## config.mk

```make
export PLATFORM = sky130hd
export DESIGN_NAME = websocket_frame_deframer
export DESIGN_NICKNAME = d
export VERILOG_FILES = /design/src/hdl/wsd_pkg.sv /design/src/hdl/websocket_frame_deframer.sv
export SDC_FILE = /design/constraint.sdc
export NUM_CORES = 1
export LEC_CHECK = 0
export BUFFER_PORTS_ARGS = -buffer_cell sky130_fd_sc_hd__buf_2
export CORE_MARGIN = 3
export CORE_UTILIZATION = 35
export CTS_CLUSTER_DIAMETER = 120
export CTS_CLUSTER_SIZE = 24
export DETAILED_ROUTE_END_ITERATION = 8
export GPL_ROUTABILITY_DRIVEN = 0
export GPL_TIMING_DRIVEN = 0
export SLEW_MARGIN = 20
export SYNTH_ARGS = -nofsm -noshare
export SYNTH_HDL_FRONTEND = slang
export SYNTH_SLANG_ARGS = --single-unit
```

## constraint.sdc

```tcl
create_clock -name i_clk -period 3.3 [get_ports i_clk]
set_input_delay 0.495 -clock i_clk [delete_from_list [all_inputs] [get_ports i_clk]]
set_output_delay 0.495 -clock i_clk [all_outputs]
set_load 0.02 [all_outputs]
```

## src/hdl/wsd_pkg.sv

```systemverilog
// ----------------------------------------------------------------------------
// WebSocket deframer package
// Phase and status codes and header field constants shared by the deframer
// and its checker.
// ----------------------------------------------------------------------------
package wsd_pkg;

    localparam int unsigned COUNT_WIDTH = 17;
    localparam int unsigned CAP_WIDTH   = 17;

    localparam logic [CAP_WIDTH-1:0] CAP_RESET = CAP_WIDTH'(64 * 1024);

    localparam logic [3:0] OPCODE_MASK  = 4'hF;
    localparam logic [3:0] OPCODE_CLOSE = 4'h8;
    localparam int unsigned MASK_BIT    = 7;
    localparam logic [6:0] LEN7_MASK    = 7'h7F;
    localparam logic [6:0] LEN_EXT16    = 7'd126;
    localparam logic [6:0] LEN_EXT64    = 7'd127;

    localparam logic [2:0] EXT16_LAST = 3'd1;
    localparam logic [2:0] EXT64_LAST = 3'd7;
    localparam logic [2:0] MASK_LAST  = 3'd3;

    typedef enum logic [2:0] {
        PH_HDR0    = 3'd0,
        PH_HDR1    = 3'd1,
        PH_EXT16   = 3'd2,
        PH_EXT64   = 3'd3,
        PH_MASK    = 3'd4,
        PH_PAYLOAD = 3'd5,
        PH_HALTED  = 3'd6,
        PH_CLOSING = 3'd7
    } t_phase;

    typedef enum logic [1:0] {
        ST_DATA     = 2'd0,
        ST_EMPTY    = 2'd1,
        ST_CLOSE    = 2'd2,
        ST_OVERSIZE = 2'd3
    } t_status;

endpackage

```

## src/hdl/websocket_frame_deframer.sv

```systemverilog
// ----------------------------------------------------------------------------
// WebSocket frame deframer
// Parses received frame headers one byte at a time and puts out unmasked
// payload bytes, empty-message markers and error markers.
// ----------------------------------------------------------------------------
// Usage:
//   Slave stream: one received byte per item on i_s_axis_tdata.
//   Master stream: tdata is the payload byte, tlast marks the final payload
//   byte or an empty message, tuser is the status (0 data, 1 empty message,
//   2 close frame, 3 length over cap).
//   i_cfg_we / i_cfg_wdata write the payload length cap; write it only
//   while no item is in flight.
//   The phase, length and key registers and the output register all update on
//   the accepting edge; one byte is taken every cycle unless the receiver
//   stalls a held result. Header, length and mask key bytes give no payload;
//   the last of them may give the empty or oversize marker.
//   After a close frame or an oversize length one error item is given and
//   every later byte is taken and dropped until reset.
//   Reset puts the parser at the first header byte, empties the output
//   register and sets the cap to 65536.
//   When the receiver stalls with a result held, o_s_axis_tready drops; a
//   free or draining output register keeps the input running.
// ----------------------------------------------------------------------------
module websocket_frame_deframer #(
    parameter int unsigned COUNT_WIDTH = wsd_pkg::COUNT_WIDTH
) (
    input  logic                           i_clk,
    input  logic                           i_rst_n,
    input  logic                           i_cfg_we,
    input  logic [wsd_pkg::CAP_WIDTH-1:0]  i_cfg_wdata,     // max_payload_bytes
    input  logic                           i_s_axis_tvalid,
    output logic                           o_s_axis_tready,
    input  logic [7:0]                     i_s_axis_tdata,  // byte_in
    output logic                           o_m_axis_tvalid,
    input  logic                           i_m_axis_tready,
    output logic [7:0]                     o_m_axis_tdata,  // payload_byte
    output logic                           o_m_axis_tlast,  // last_of_message
    output logic [1:0]                     o_m_axis_tuser   // status
);
    import wsd_pkg::*;

    localparam int unsigned CW    = COUNT_WIDTH;
    localparam int unsigned CMP_W = (CW > CAP_WIDTH) ? CW : CAP_WIDTH;

    t_phase                 r_phase, n_phase;
    logic [CAP_WIDTH-1:0]   r_cap;
    logic [CW-1:0]          r_len, n_len;
    logic                   r_len_hi, n_len_hi;
    logic [2:0]             r_cnt, n_cnt;
    logic [31:0]            r_key, n_key;
    logic                   r_mask_on, n_mask_on;
    logic [CW-1:0]          r_left, n_left;
    logic [1:0]             r_lane, n_lane;

    logic                   r_out_valid, n_out_valid;
    logic [7:0]             r_out_data, n_out_data;
    logic                   r_out_last, n_out_last;
    t_status                r_out_status, n_out_status;

    logic                   w_acc;
    logic [7:0]             w_b;
    logic [6:0]             w_len7;
    logic                   w_len_done;
    logic [CW-1:0]          w_len_val;
    logic                   w_len_hi;
    logic [CMP_W-1:0]       w_cap;
    logic [CMP_W-1:0]       w_cnt_max;
    logic                   w_over;
    logic                   w_mask_next;
    logic                   w_mask_done;
    logic                   w_begin;
    logic [CW-1:0]          w_begin_left;
    logic [CW-1:0]          w_left_dec;
    logic [7:0]             w_key_byte;

    assign o_s_axis_tready = !r_out_valid || i_m_axis_tready;
    assign w_acc           = i_s_axis_tvalid && o_s_axis_tready;
    assign w_b             = i_s_axis_tdata;
    assign w_len7          = w_b[6:0] & LEN7_MASK;

    // length assembly: low bits kept, anything shifted above them is sticky
    always_comb begin
        w_len_done = 1'b0;
        w_len_val  = CW'({r_len, w_b});
        w_len_hi   = r_len_hi || (r_len[CW-1 -: 8] != 8'd0);
        unique case (r_phase)
            PH_HDR1: begin
                w_len_done = (w_len7 != LEN_EXT16) && (w_len7 != LEN_EXT64);
                w_len_val  = w_len_done ? CW'(w_len7) : '0;
                w_len_hi   = 1'b0;
            end
            PH_EXT16: w_len_done = (r_cnt == EXT16_LAST);
            PH_EXT64: w_len_done = (r_cnt == EXT64_LAST);
            default:  w_len_done = 1'b0;
        endcase
    end

    assign w_cnt_max    = CMP_W'({CW{1'b1}});
    assign w_cap        = (CMP_W'(r_cap) < w_cnt_max) ? CMP_W'(r_cap) : w_cnt_max;
    assign w_over       = w_len_hi || (CMP_W'(w_len_val) > w_cap);
    assign w_mask_next  = (r_phase == PH_HDR1) ? w_b[MASK_BIT] : r_mask_on;
    assign w_mask_done  = (r_phase == PH_MASK) && (r_cnt == MASK_LAST);
    assign w_begin      = (w_len_done && !w_over && !w_mask_next) || w_mask_done;
    assign w_begin_left = w_mask_done ? r_left : w_len_val;
    assign w_left_dec   = r_left - CW'(1);
    assign w_key_byte   = r_key[{~r_lane, 3'b000} +: 8];

    // next phase
    always_comb begin
        n_phase = r_phase;
        unique case (r_phase)
            PH_HDR0: begin
                n_phase = ((w_b[3:0] & OPCODE_MASK) == OPCODE_CLOSE) ? PH_CLOSING : PH_HDR1;
            end
            PH_CLOSING: n_phase = PH_HALTED;
            PH_HDR1, PH_EXT16, PH_EXT64, PH_MASK: begin
                if (r_phase == PH_HDR1 && w_len7 == LEN_EXT16) begin
                    n_phase = PH_EXT16;
                end else if (r_phase == PH_HDR1 && w_len7 == LEN_EXT64) begin
                    n_phase = PH_EXT64;
                end
                if (w_len_done && w_over) begin
                    n_phase = PH_HALTED;
                end else if (w_len_done && w_mask_next) begin
                    n_phase = PH_MASK;
                end else if (w_begin) begin
                    n_phase = (w_begin_left == '0) ? PH_HDR0 : PH_PAYLOAD;
                end
            end
            PH_PAYLOAD: n_phase = (w_left_dec == '0) ? PH_HDR0 : PH_PAYLOAD;
            PH_HALTED:  n_phase = PH_HALTED;
        endcase
    end

    // datapath and result
    always_comb begin
        n_len        = r_len;
        n_len_hi     = r_len_hi;
        n_cnt        = r_cnt;
        n_key        = r_key;
        n_mask_on    = r_mask_on;
        n_left       = r_left;
        n_lane       = r_lane;
        n_out_valid  = 1'b0;
        n_out_data   = 8'd0;
        n_out_last   = 1'b0;
        n_out_status = ST_DATA;
        unique case (r_phase)
            PH_HDR0, PH_HALTED: begin
            end
            PH_CLOSING: begin
                n_out_valid  = 1'b1;
                n_out_status = ST_CLOSE;
            end
            PH_HDR1, PH_EXT16, PH_EXT64, PH_MASK: begin
                if (r_phase == PH_HDR1) begin
                    n_mask_on = w_b[MASK_BIT];
                    n_key     = 32'd0;
                    n_cnt     = 3'd0;
                end else begin
                    n_cnt = r_cnt + 3'd1;
                end
                if (r_phase == PH_MASK) begin
                    n_key = {r_key[23:0], w_b};
                end else begin
                    n_len    = w_len_val;
                    n_len_hi = w_len_hi;
                end
                if (w_len_done) begin
                    n_cnt  = 3'd0;
                    n_left = w_len_val;
                    if (w_over) begin
                        n_out_valid  = 1'b1;
                        n_out_status = ST_OVERSIZE;
                    end
                end
                if (w_begin) begin
                    n_lane = 2'd0;
                    if (w_begin_left == '0) begin
                        n_out_valid  = 1'b1;
                        n_out_last   = 1'b1;
                        n_out_status = ST_EMPTY;
                    end
                end
            end
            PH_PAYLOAD: begin
                n_lane      = r_lane + 2'd1;
                n_left      = w_left_dec;
                n_out_valid = 1'b1;
                n_out_data  = w_b ^ w_key_byte;
                n_out_last  = (w_left_dec == '0);
            end
        endcase
    end

    always_ff @(posedge i_clk) begin
        if (!i_rst_n) begin
            r_phase     <= PH_HDR0;
            r_cap       <= CAP_RESET;
            r_len       <= '0;
            r_len_hi    <= 1'b0;
            r_cnt       <= 3'd0;
            r_key       <= 32'd0;
            r_mask_on   <= 1'b0;
            r_left      <= '0;
            r_lane      <= 2'd0;
            r_out_valid <= 1'b0;
        end else begin
            if (i_cfg_we) begin
                r_cap <= i_cfg_wdata;
            end
            if (w_acc) begin
                r_phase     <= n_phase;
                r_len       <= n_len;
                r_len_hi    <= n_len_hi;
                r_cnt       <= n_cnt;
                r_key       <= n_key;
                r_mask_on   <= n_mask_on;
                r_left      <= n_left;
                r_lane      <= n_lane;
                r_out_valid <= n_out_valid;
            end else if (i_m_axis_tready) begin
                r_out_valid <= 1'b0;
            end
        end
    end

    always_ff @(posedge i_clk) begin
        if (w_acc) begin
            r_out_data   <= n_out_data;
            r_out_last   <= n_out_last;
            r_out_status <= n_out_status;
        end
    end

    assign o_m_axis_tvalid = r_out_valid;
    assign o_m_axis_tdata  = r_out_data;
    assign o_m_axis_tlast  = r_out_last;
    assign o_m_axis_tuser  = r_out_status;

endmodule

```

# After elaboration in Yosys (flattened, before gate mapping)
# Index checks and enable logic that the tools add are counted.
[word_totals]
register_bits = 105
in_bits = 30
wordCells = 111
[op_classes]
n_addsub = 3
magnitude_cmp = 2
n_eq_ne = 18
shifts = 1
muxes = 39
bitwise_logic = 3
n_reduce_logical = 32
[op_table]
columns = ["cell", "count"]
rows = [
  ["17-bit two-way mux", 4],
  ["32-bit two-way mux", 2],
  ["17-bit logical NOT", 2],
  ["17-bit one-hot mux with 2 select lines", 1],
  ["32-bit by 6-bit variable part select with 8-bit output", 1],
  ["3-bit two-way mux", 10],
  ["17-bit greater-than comparator", 1],
  ["17-bit < comparator (second input constant)", 1],
  ["17-bit by 1-bit subtractor with 17-bit output (second input constant)", 1],
  ["3-bit equality test (second input constant)", 5],
  ["7-bit equality test (second input constant)", 2],
  ["7-bit inequality test (second input constant)", 2],
  ["3-bit one-hot mux with 4 select lines", 1],
  ["3-bit AND reduction", 4],
  ["1-bit two-way mux", 10],
  ["2-bit two-way mux", 5],
  ["3-bit by 2-bit equality test with 1-bit output (second input constant)", 3],
  ["1-bit logical AND", 9],
  ["2-bit one-hot mux with 2 select lines", 2],
  ["8-bit nonzero test", 1],
  ["8-bit XOR", 1],
  ["7-bit two-way mux", 1],
  ["3-bit by 1-bit equality test with 1-bit output (second input constant)", 2],
  ["6-bit inequality test (second input constant)", 1],
  ["15 further kinds", 26],
]

# Logic depth before layout (Yosys ltp)
# Gate-level depths: netlist of run 1.
[depth]
depth_word = 14
depth_mapped = 15

# Worst setup path before layout of run 1
# Ideal clock, no wire load.
[synth_timing]
path_type = "register -> register"
from = "reg r_phase[1]"
to = "reg r_phase[0]"
setup_time_ns = 0.120
arrival_time_ns = 3.289
required_time_ns = 3.180
setup_slack_ns = -0.109
path_stages_with_launch = 16
n_path_buf = 2
period_less_slack_ns = 3.409
cell_sequence = "dfxtp_1 -> clkbuf_1 -> nand2b_1 -> nand2b_1 -> or3_1 -> clkbuf_1 -> and2_1 -> ha_1 -> and4_1 -> nor2b_1 -> o31ai_1 -> nand3_1 -> a211oi_1 -> o22ai_1 -> and3_1 -> o31a_1"
[synth_between]
elab_chain_len = 12
elab_cells_between_ends = 36
[synth_rtl]
columns = ["item", "line", "source"]
rows = [
  ["from (decl)", "websocket_frame_deframer.sv:45", "t_phase r_phase, n_phase;"],
  ["from (signal assigned)", "websocket_frame_deframer.sv:213", "r_phase <= n_phase;"],
  ["3-bit by 1-bit equality test with 1-bit output (*)", "websocket_frame_deframer.sv:86", "unique case (r_phase)"],
  ["17-bit two-way mux (*)", "websocket_frame_deframer.sv:86", ""],
  ["via w_len_val[3]", "websocket_frame_deframer.sv:64", "logic [CW-1:0] w_len_val;"],
  ["17-bit greater-than comparator", "websocket_frame_deframer.sv:100", "assign w_over = w_len_hi || (CMP_W'(w_len_val) > w_cap);"],
  ["1-bit logical OR", "websocket_frame_deframer.sv:100", ""],
  ["1-bit logical NOT", "websocket_frame_deframer.sv:103", "assign w_begin = (w_len_done && !w_over && !w_mask_next) || w_mask_done;"],
  ["1-bit logical AND (2 in series)", "websocket_frame_deframer.sv:103", ""],
  ["1-bit logical OR", "websocket_frame_deframer.sv:103", ""],
  ["3-bit two-way mux", "websocket_frame_deframer.sv:126", "end else if (w_begin) begin"],
  ["3-bit two-way mux", "websocket_frame_deframer.sv:124", "end else if (w_len_done && w_mask_next) begin"],
  ["3-bit two-way mux", "websocket_frame_deframer.sv:122", "if (w_len_done && w_over) begin"],
  ["3-bit one-hot mux with 4 select lines", "websocket_frame_deframer.sv:111", "unique case (r_phase)"],
]
# Mark *: on every way through the listed nets, which the timed path passes. The rest lies on a longest branch.
# A chain may end at the register's enable or synchronous reset.

# Worst setup path in the final report of run 1
# Same ends and word-level chain as after synthesis.

==> flow_metrics.py, run 1 <==
metrics = {
    "floorplan": {
        "io_pins": 43,
        "core_region_area_um2": 16000,
        "die_w_um": 135,
        "die_h_um": 135,
        "rows": 46,
        "start_util_pct": 36.2,
        "dieArea_um2": 18100,
    },
    "drt": {
        "vias_per_cell": 5.48,
        "vias": 5145,
        "drc": 0,
        "routed_wl_um": 16400,
        "drt_pass1_iterations": 5,
        "wire_per_inst_um": 17.5,
        "drt-initial-drc-count": 606,
        "drtAntennaViolNets": 0,
    },
    "clocking": {
        "cts_max_path_buffers": 2,
        "cts_max_level": 3,
        "cts_tree": "built",
        "hold_buffers": 0,
        "clock-sinks": 105,
        "root_buffer": "clkbuf_16",
        "cts_buffers": 9,
        "clk_latency_ns": 0.36,
        "cts.clk_slew.worst_paths_ns": 0.08,
    },
    "sta": {
        "rsz0062_at_grt": "yes",
        "worst_slew_pin_slew_ns": 0.955,
        "fin_crit_sh_pct": 97.9,
        "hold_viol_final": 0,
        "final.setup.worst_slack_ns": 0.0689,
        "holdWs_ns": 0.376,
        "post-route-min-period_ns": 3.23,
        "fmax_mhz": 309,
        "slew_headroom_pct": 35.9,
        "finalSetupViolations": 0,
        "clock_skew_ns": 0.00724,
        "fin_setup_tns_ns": 0,
        "slew_viol_final": 0,
    },
    "logic_synthesis": {
        "ys.flop_type": "dfxtp_1",
        "muxShareOfSynthArea_pct": 6.06,
        "ys_warn_count": 0,
        "synth_seq_cells": 105,
        "ys_seq_area_share_pct": 38.2,
        "synth_area_um2": 5780,
        "avgSynthCellArea_um2": 8.84,
        "synth-xor-area-share_pct": 2.57,
        "synthAdderAreaFrac_pct": 4.54,
        "ys_async_sr_fraction_pct": 0,
        "synth_cell_types": 67,
        "synthSimpleGateAreaFrac_pct": 24.5,
        "synth_edf_count": 11,
        "synth_top_family_by_area": "simple AND/OR/NAND/NOR gates",
        "synth_nets": 705,
        "synth_compound_area_share_pct": 19.1,
        "syn_inst": 654,
    },
    "global_route": {
        "grt_pass1_vias": 5104,
        "grt_max_degree": 21,
        "grt_pass1_wl_um": 26200,
        "grt_antenna_before_repair": 0,
        "grt_usage_pct": 18.0,
        "grt_overflow_total": 0,
    },
    "worst_setup_path": {
        "max_stage_delay_ns": 0.37,
        "crit_buf_inv": 1,
        "path_cells": "nand2b_4 -> nand2b_4 -> or3_4 -> buf_8 -> and2_4 -> ha_4 -> and4_1 -> nor2b_4 -> o31ai_4 -> nand3_2 -> a211oi_2 -> o22ai_2 -> and3_1 -> o31a_1",
        "startpoint_type": "flip-flop",
        "path_class": "reg -> reg",
        "worstPathRequired_ns": 3.55,
        "cpMostUsedCell": "nand2b_4",
        "worstPathArrival_ns": 3.48,
        "crit_path_end_kind": "flip-flop",
        "ff2ff_path_depth": 14,
        "cp_top_family": "simple AND/OR/NAND/NOR gates",
        "path_max_fanout": 8,
        "cp_slowest_cell": "or3_4",
        "worstSetupPathDepth": 14,
    },
    "hold_path": {
        "min_path_cells": 3,
        "hold_class": "in -> reg",
    },
    "power_and_ir_drop": {
        "leakage_nw": 2.62,
        "p_per_area_nw_per_um2": 564,
        "peakVddDrop_v": 0.000249,
    },
    "place": {
        "detailedPlace.worstSlack_ns": -0.656,
        "dp.cells": 909,
        "dp_hpwl_um": 11900,
        "io_buffer_count": 39,
    },
    "finish": {
        "stdcell_count": 939,
        "drive_gt1_share_pct": 17.4,
        "fillers": 1605,
        "num_antenna_cells": 0,
        "register_area_um2": 2220,
        "areaGrowthSynthToFinish_pct": 18.3,
        "multi_input_area_um2": 3460,
        "finalNetCount": 769,
        "final_util_pct": 42.8,
    },
    "status": {
        "outcome": "finished, final reports clean",
    },
    "flow_run": {
        "cap_violations": 0,
    },
}
-- worst min-delay path: cells and delay by family --
kind            cells  cell delay [ns]
compound gates      1             0.07
buf+inv             1             0.07
simple gates        1             0.06
-- per-stage QoR --
step	instance area, µm²	total power [W]
5_1_grt	6840	0.00407
3_5_place_dp	6280	0.00270
6_report	6840	0.00386
3_3_place_gp	6280	0.00268
4_1_cts	6750	0.00384
2_1_floorplan	5810	0.00240
-- path summary, 6_finish.rpt --
kind         slack (ns)       startpoint    endpoint
min reg2reg        0.47        r_len[10]   r_len[10]
min                0.38  i_cfg_wdata[16]   r_cap[16]
max                0.07       r_phase[1]  r_phase[0]
max reg2reg        0.07       r_phase[1]  r_phase[0]
-- power breakdown --
part	switching, W	leakage [nW]	internal (W)	total [W]
sequential	0.0000970	0.878	0.00138	0.00148
clock	0.000542	0.144	0.000537	0.00108
combinational	0.000783	1.60	0.000516	0.00130
total	0.00142	2.62	0.00244	0.00386
-- state kept, by name, summed over array words and instances, names as in the netlist --
name	count
r_len_hi	1
o_m_axis_tlast	1
r_key	32
r_cnt	3
r_mask_on	1
r_left	17
o_m_axis_tdata	8
o_m_axis_tvalid	1
r_lane	2
r_phase	3
r_cap	17
r_len	17
o_m_axis_tuser	2
-- layout make-up --
type	count	area share [%]
multi-input combinational	479	50.5
sequential	105	32.4
timing repair buffer	54	4.50
tap	216	3.95
clock buffer	9	3.29
buffer	43	2.89
inverter	26	1.43
clock inverter	7	0.988
-- kinds of logic (layout without fill, tap and decap cells) --
logic type	Yosys count	in the layout
buffers and inverters	70	139
AND/OR/NAND/NOR	257	257
XOR/XNOR	17	17
flip-flops	105	105
AO/OA/AOI/OAI	159	159
multiplexers	25	25
adder cells (fa/ha/maj)	21	21
-- what timing repair did --
action / 4_1_cts / 5_1_grt
resized for setup: 23 / 15
endpoints found under the hold margin: 0 / 0
setup buffers: 11 / 4
endpoints found under the setup margin: 9 / 6
pin swaps: 9 / 11
-- cell usage in the layout (no fill, tap or decap), types with 17 or more instances in the layout --
master	n
clkbuf_1	32
inv_1	24
a22oi_1	41
mux2i_1	17
o21ai_0	24
nand2_1	73
a21oi_1	23
dfxtp_1	92
buf_2	44
nor2b_1	71
nor2_1	34
a21boi_0	18
-- synthesized netlist by cell type (all sizes together) (10+ instances only) --
cell type	number	area share [%]
a22oi	41	5.3
nor2b	72	7.8
a21boi	20	2.6
o21ai	26	2.2
ha	21	4.5
a21oi	25	2.2
inv	25	1.6
nor3	17	1.7
dfxtp	94	33
edfxtp	11	5.7
clkbuf	35	2.3
xnor2	12	1.8
nand2	74	4.8
mux2i	17	2.9
nor4	10	1.7
nor2	34	2.2
-- per-layer routing --
metal	wire [µm]	vias up	global-route usage, %
li1	-	2467	-
met1	7370	2472	23.2
met2	7770	176	30.5
met3	880	30	3.09
met4	390	0	6.45
met5	0	-	0
(Power assumes the default switching activity.)
==> run 2: changes to the inputs <==
--- a/config.mk
+++ b/config.mk
@@ -6,6 +6,9 @@
 export NUM_CORES = 1
 export LEC_CHECK = 0
 export BUFFER_PORTS_ARGS = -buffer_cell sky130_fd_sc_hd__buf_2
+export CELL_PAD_IN_SITES_DETAIL_PLACEMENT = 1
+export CELL_PAD_IN_SITES_GLOBAL_PLACEMENT = 2
+export CORE_ASPECT_RATIO = 1.2
 export CORE_MARGIN = 3
 export CORE_UTILIZATION = 35
 export CTS_CLUSTER_DIAMETER = 120
@@ -13,6 +16,7 @@
 export DETAILED_ROUTE_END_ITERATION = 8
 export GPL_ROUTABILITY_DRIVEN = 0
 export GPL_TIMING_DRIVEN = 0
+export PLACE_DENSITY_LB_ADDON = 0.1
 export SLEW_MARGIN = 20
 export SYNTH_ARGS = -nofsm -noshare
 export SYNTH_HDL_FRONTEND = slang
==> constraint.sdc (replaced) <==
create_clock -name i_clk -period 3.6 [get_ports i_clk]
set_input_delay 0.54 -clock i_clk [delete_from_list [all_inputs] [get_ports i_clk]]
set_output_delay 0.54 -clock i_clk [all_outputs]
set_load 0.02 [all_outputs]
==> flow_metrics.py, run 2 (synthesis gave the netlist of run 1 again) <==
metrics = {
    "worst_setup_path": {
        "r2r_slack_ns": 0.14,
        "r2r_end": "r_phase[0]",
        "startpoint_type": "flip-flop",
        "crit_path_end_kind": "flip-flop",
        "path_cells": "nand2b_4 -> nand2b_4 -> or3_4 -> and2_4 -> ha_1 -> and4_4 -> nor2b_1 -> o31ai_2 -> nand3_2 -> a211oi_4 -> o22ai_4 -> and3_1 -> o31a_1",
        "cp_slowest_cell": "or3_4",
        "path_max_fanout": 8,
        "ff2ff_path_depth": 13,
        "cp_top_family": "simple AND/OR/NAND/NOR gates",
        "path_class": "reg -> reg",
        "crit_buf_inv": 0,
        "worstPathRequired_ns": 3.86,
        "cpMostUsedCell": "nand2b_4",
        "max_stage_delay_ns": 0.45,
        "worstPathArrival_ns": 3.71,
        "worstReg2RegStart": "r_phase[1]",
    },
    "clocking": {
        "clk_latency_ns": 0.37,
        "cts_max_path_buffers": 2,
        "clock-sinks": 105,
        "cts_tree": "built",
        "root_buffer": "clkbuf_16",
        "cts_buffers": 9,
        "hold_buffers": 0,
        "cts_max_level": 3,
        "cts.clk_slew.worst_paths_ns": 0.08,
    },
    "global_route": {
        "grt_overflow_total": 0,
        "grt_pass1_vias": 5446,
        "grt_max_degree": 22,
        "grt_usage_pct": 21.1,
        "grt_pass1_wl_um": 29500,
        "grt_antenna_before_repair": 0,
    },
    "hold_path": {
        "hp-start": "i_cfg_wdata[16]",
        "hold_class": "in -> reg",
        "holdPathEnd": "r_cap[16]",
        "min_path_cells": 3,
    },
    "place": {
        "dp_hpwl_um": 13900,
        "io_buffer_count": 39,
        "detailedPlace.worstSlack_ns": -0.850,
    },
    "sta": {
        "worst_slew_pin_slew_ns": 0.970,
        "rsz0062_at_grt": "no",
        "fin_setup_tns_ns": 0,
        "fmax_mhz": 289,
        "hold_viol_final": 0,
        "final.setup.worst_slack_ns": 0.145,
        "fin_crit_sh_pct": 96.0,
        "slew_viol_final": 0,
        "holdWs_ns": 0.417,
        "slew_headroom_pct": 35.2,
        "post-route-min-period_ns": 3.46,
        "clock_skew_ns": 0.00835,
        "finalSetupViolations": 0,
    },
    "power_and_ir_drop": {
        "leakage_nw": 2.59,
        "finalPower_w": 0.00359,
        "peakVddDrop_v": 0.000249,
        "p_per_area_nw_per_um2": 529,
    },
    "floorplan": {
        "rows": 50,
        "die_h_um": 147,
        "io_pins": 43,
        "core_region_area_um2": 15900,
        "dieArea_um2": 18100,
        "start_util_pct": 36.4,
        "die_w_um": 123,
    },
    "finish": {
        "areaGrowthSynthToFinish_pct": 17.3,
        "finalNetCount": 767,
        "mostFrequentLayoutCell": "dfxtp_1",
        "largest_register_ffs": 32,
        "final_util_pct": 42.7,
        "drive_gt1_share_pct": 16.8,
        "regMostFlops": "r_key",
        "final_cell_mix": "dfxtp_1, nand2_1, nor2b_1",
        "num_antenna_cells": 0,
    },
    "drt": {
        "vias": 5095,
        "drtAntennaViolNets": 0,
        "vias_per_cell": 5.48,
        "drt-initial-drc-count": 317,
        "routed_wl_um": 18600,
        "drc": 0,
        "drt_pass1_iterations": 5,
        "wire_per_inst_um": 20.0,
    },
    "flow_run": {
        "cap_violations": 0,
    },
    "status": {
        "outcome": "finished, final reports clean",
    },
}
==> run 2: final cells by class <==
class | instances | area, µm²
Timing Repair Buffer | 53 | 300
Tap cell | 208 | 260
Sequential cell | 105 | 2220
Multi-Input combinational cell | 479 | 3420
Inverter | 26 | 97.6
Buffer | 42 | 183
Fill cell | 1881 | 9100
Clock inverter | 7 | 78.8
Clock buffer | 9 | 225
==> run 2: worst max path at each step <==
stage,start,endpoint,depth (start not counted)
floorplan,r_phase[1],r_phase[0],15
global placement,r_phase[1],r_phase[0],15
detailed placement,r_phase[1],r_phase[0],15
CTS,r_phase[1],r_phase[0],13
global route,r_phase[2],r_phase[2],13
finish,r_phase[1],r_phase[0],13
==> run 2: worst register-to-register path, delay by kind of cell, from the launching register on <==
kind	cells	cell delay, ns
compound gates	4	1.00
simple gates	8	1.67
flops	1	0.37
fa+ha+maj	1	0.31
==> run 2: stage by stage <==
step	instance area (µm²)	cells
global route	6790	929
CTS	6670	923
floorplan	5780	654
global placement	6240	901
finish	6790	929
detailed placement	6240	901
==> run 2: report_power, final <==
| part | leakage (nW) | internal, W | total, W | switching, W |
|---|---|---|---|---|
| registers | 0.878 | 0.00127 | 0.00136 | 0.0000926 |
| clock network | 0.151 | 0.000500 | 0.00104 | 0.000535 |
| logic | 1.56 | 0.000461 | 0.00120 | 0.000736 |
| total | 2.59 | 0.00223 | 0.00359 | 0.00136 |
==> run 2: repair_timing <==
action / 4_1_cts / 5_1_grt
pin swaps: 6 / 6
gates resized for setup: 23 / 15
endpoints found under the setup margin: 9 / 5
buffers inserted: 8 / 6
cloned: 0 / 0
==> run 2: layer usage <==
metal	GRT usage (%)	part of all wire, %	vias to the layer above
li1	-	-	2456
met1	27.7	46	2539
met2	36.0	50	82
met3	2.66	2.6	18
met4	5.93	1.4	0
met5	0	0	-
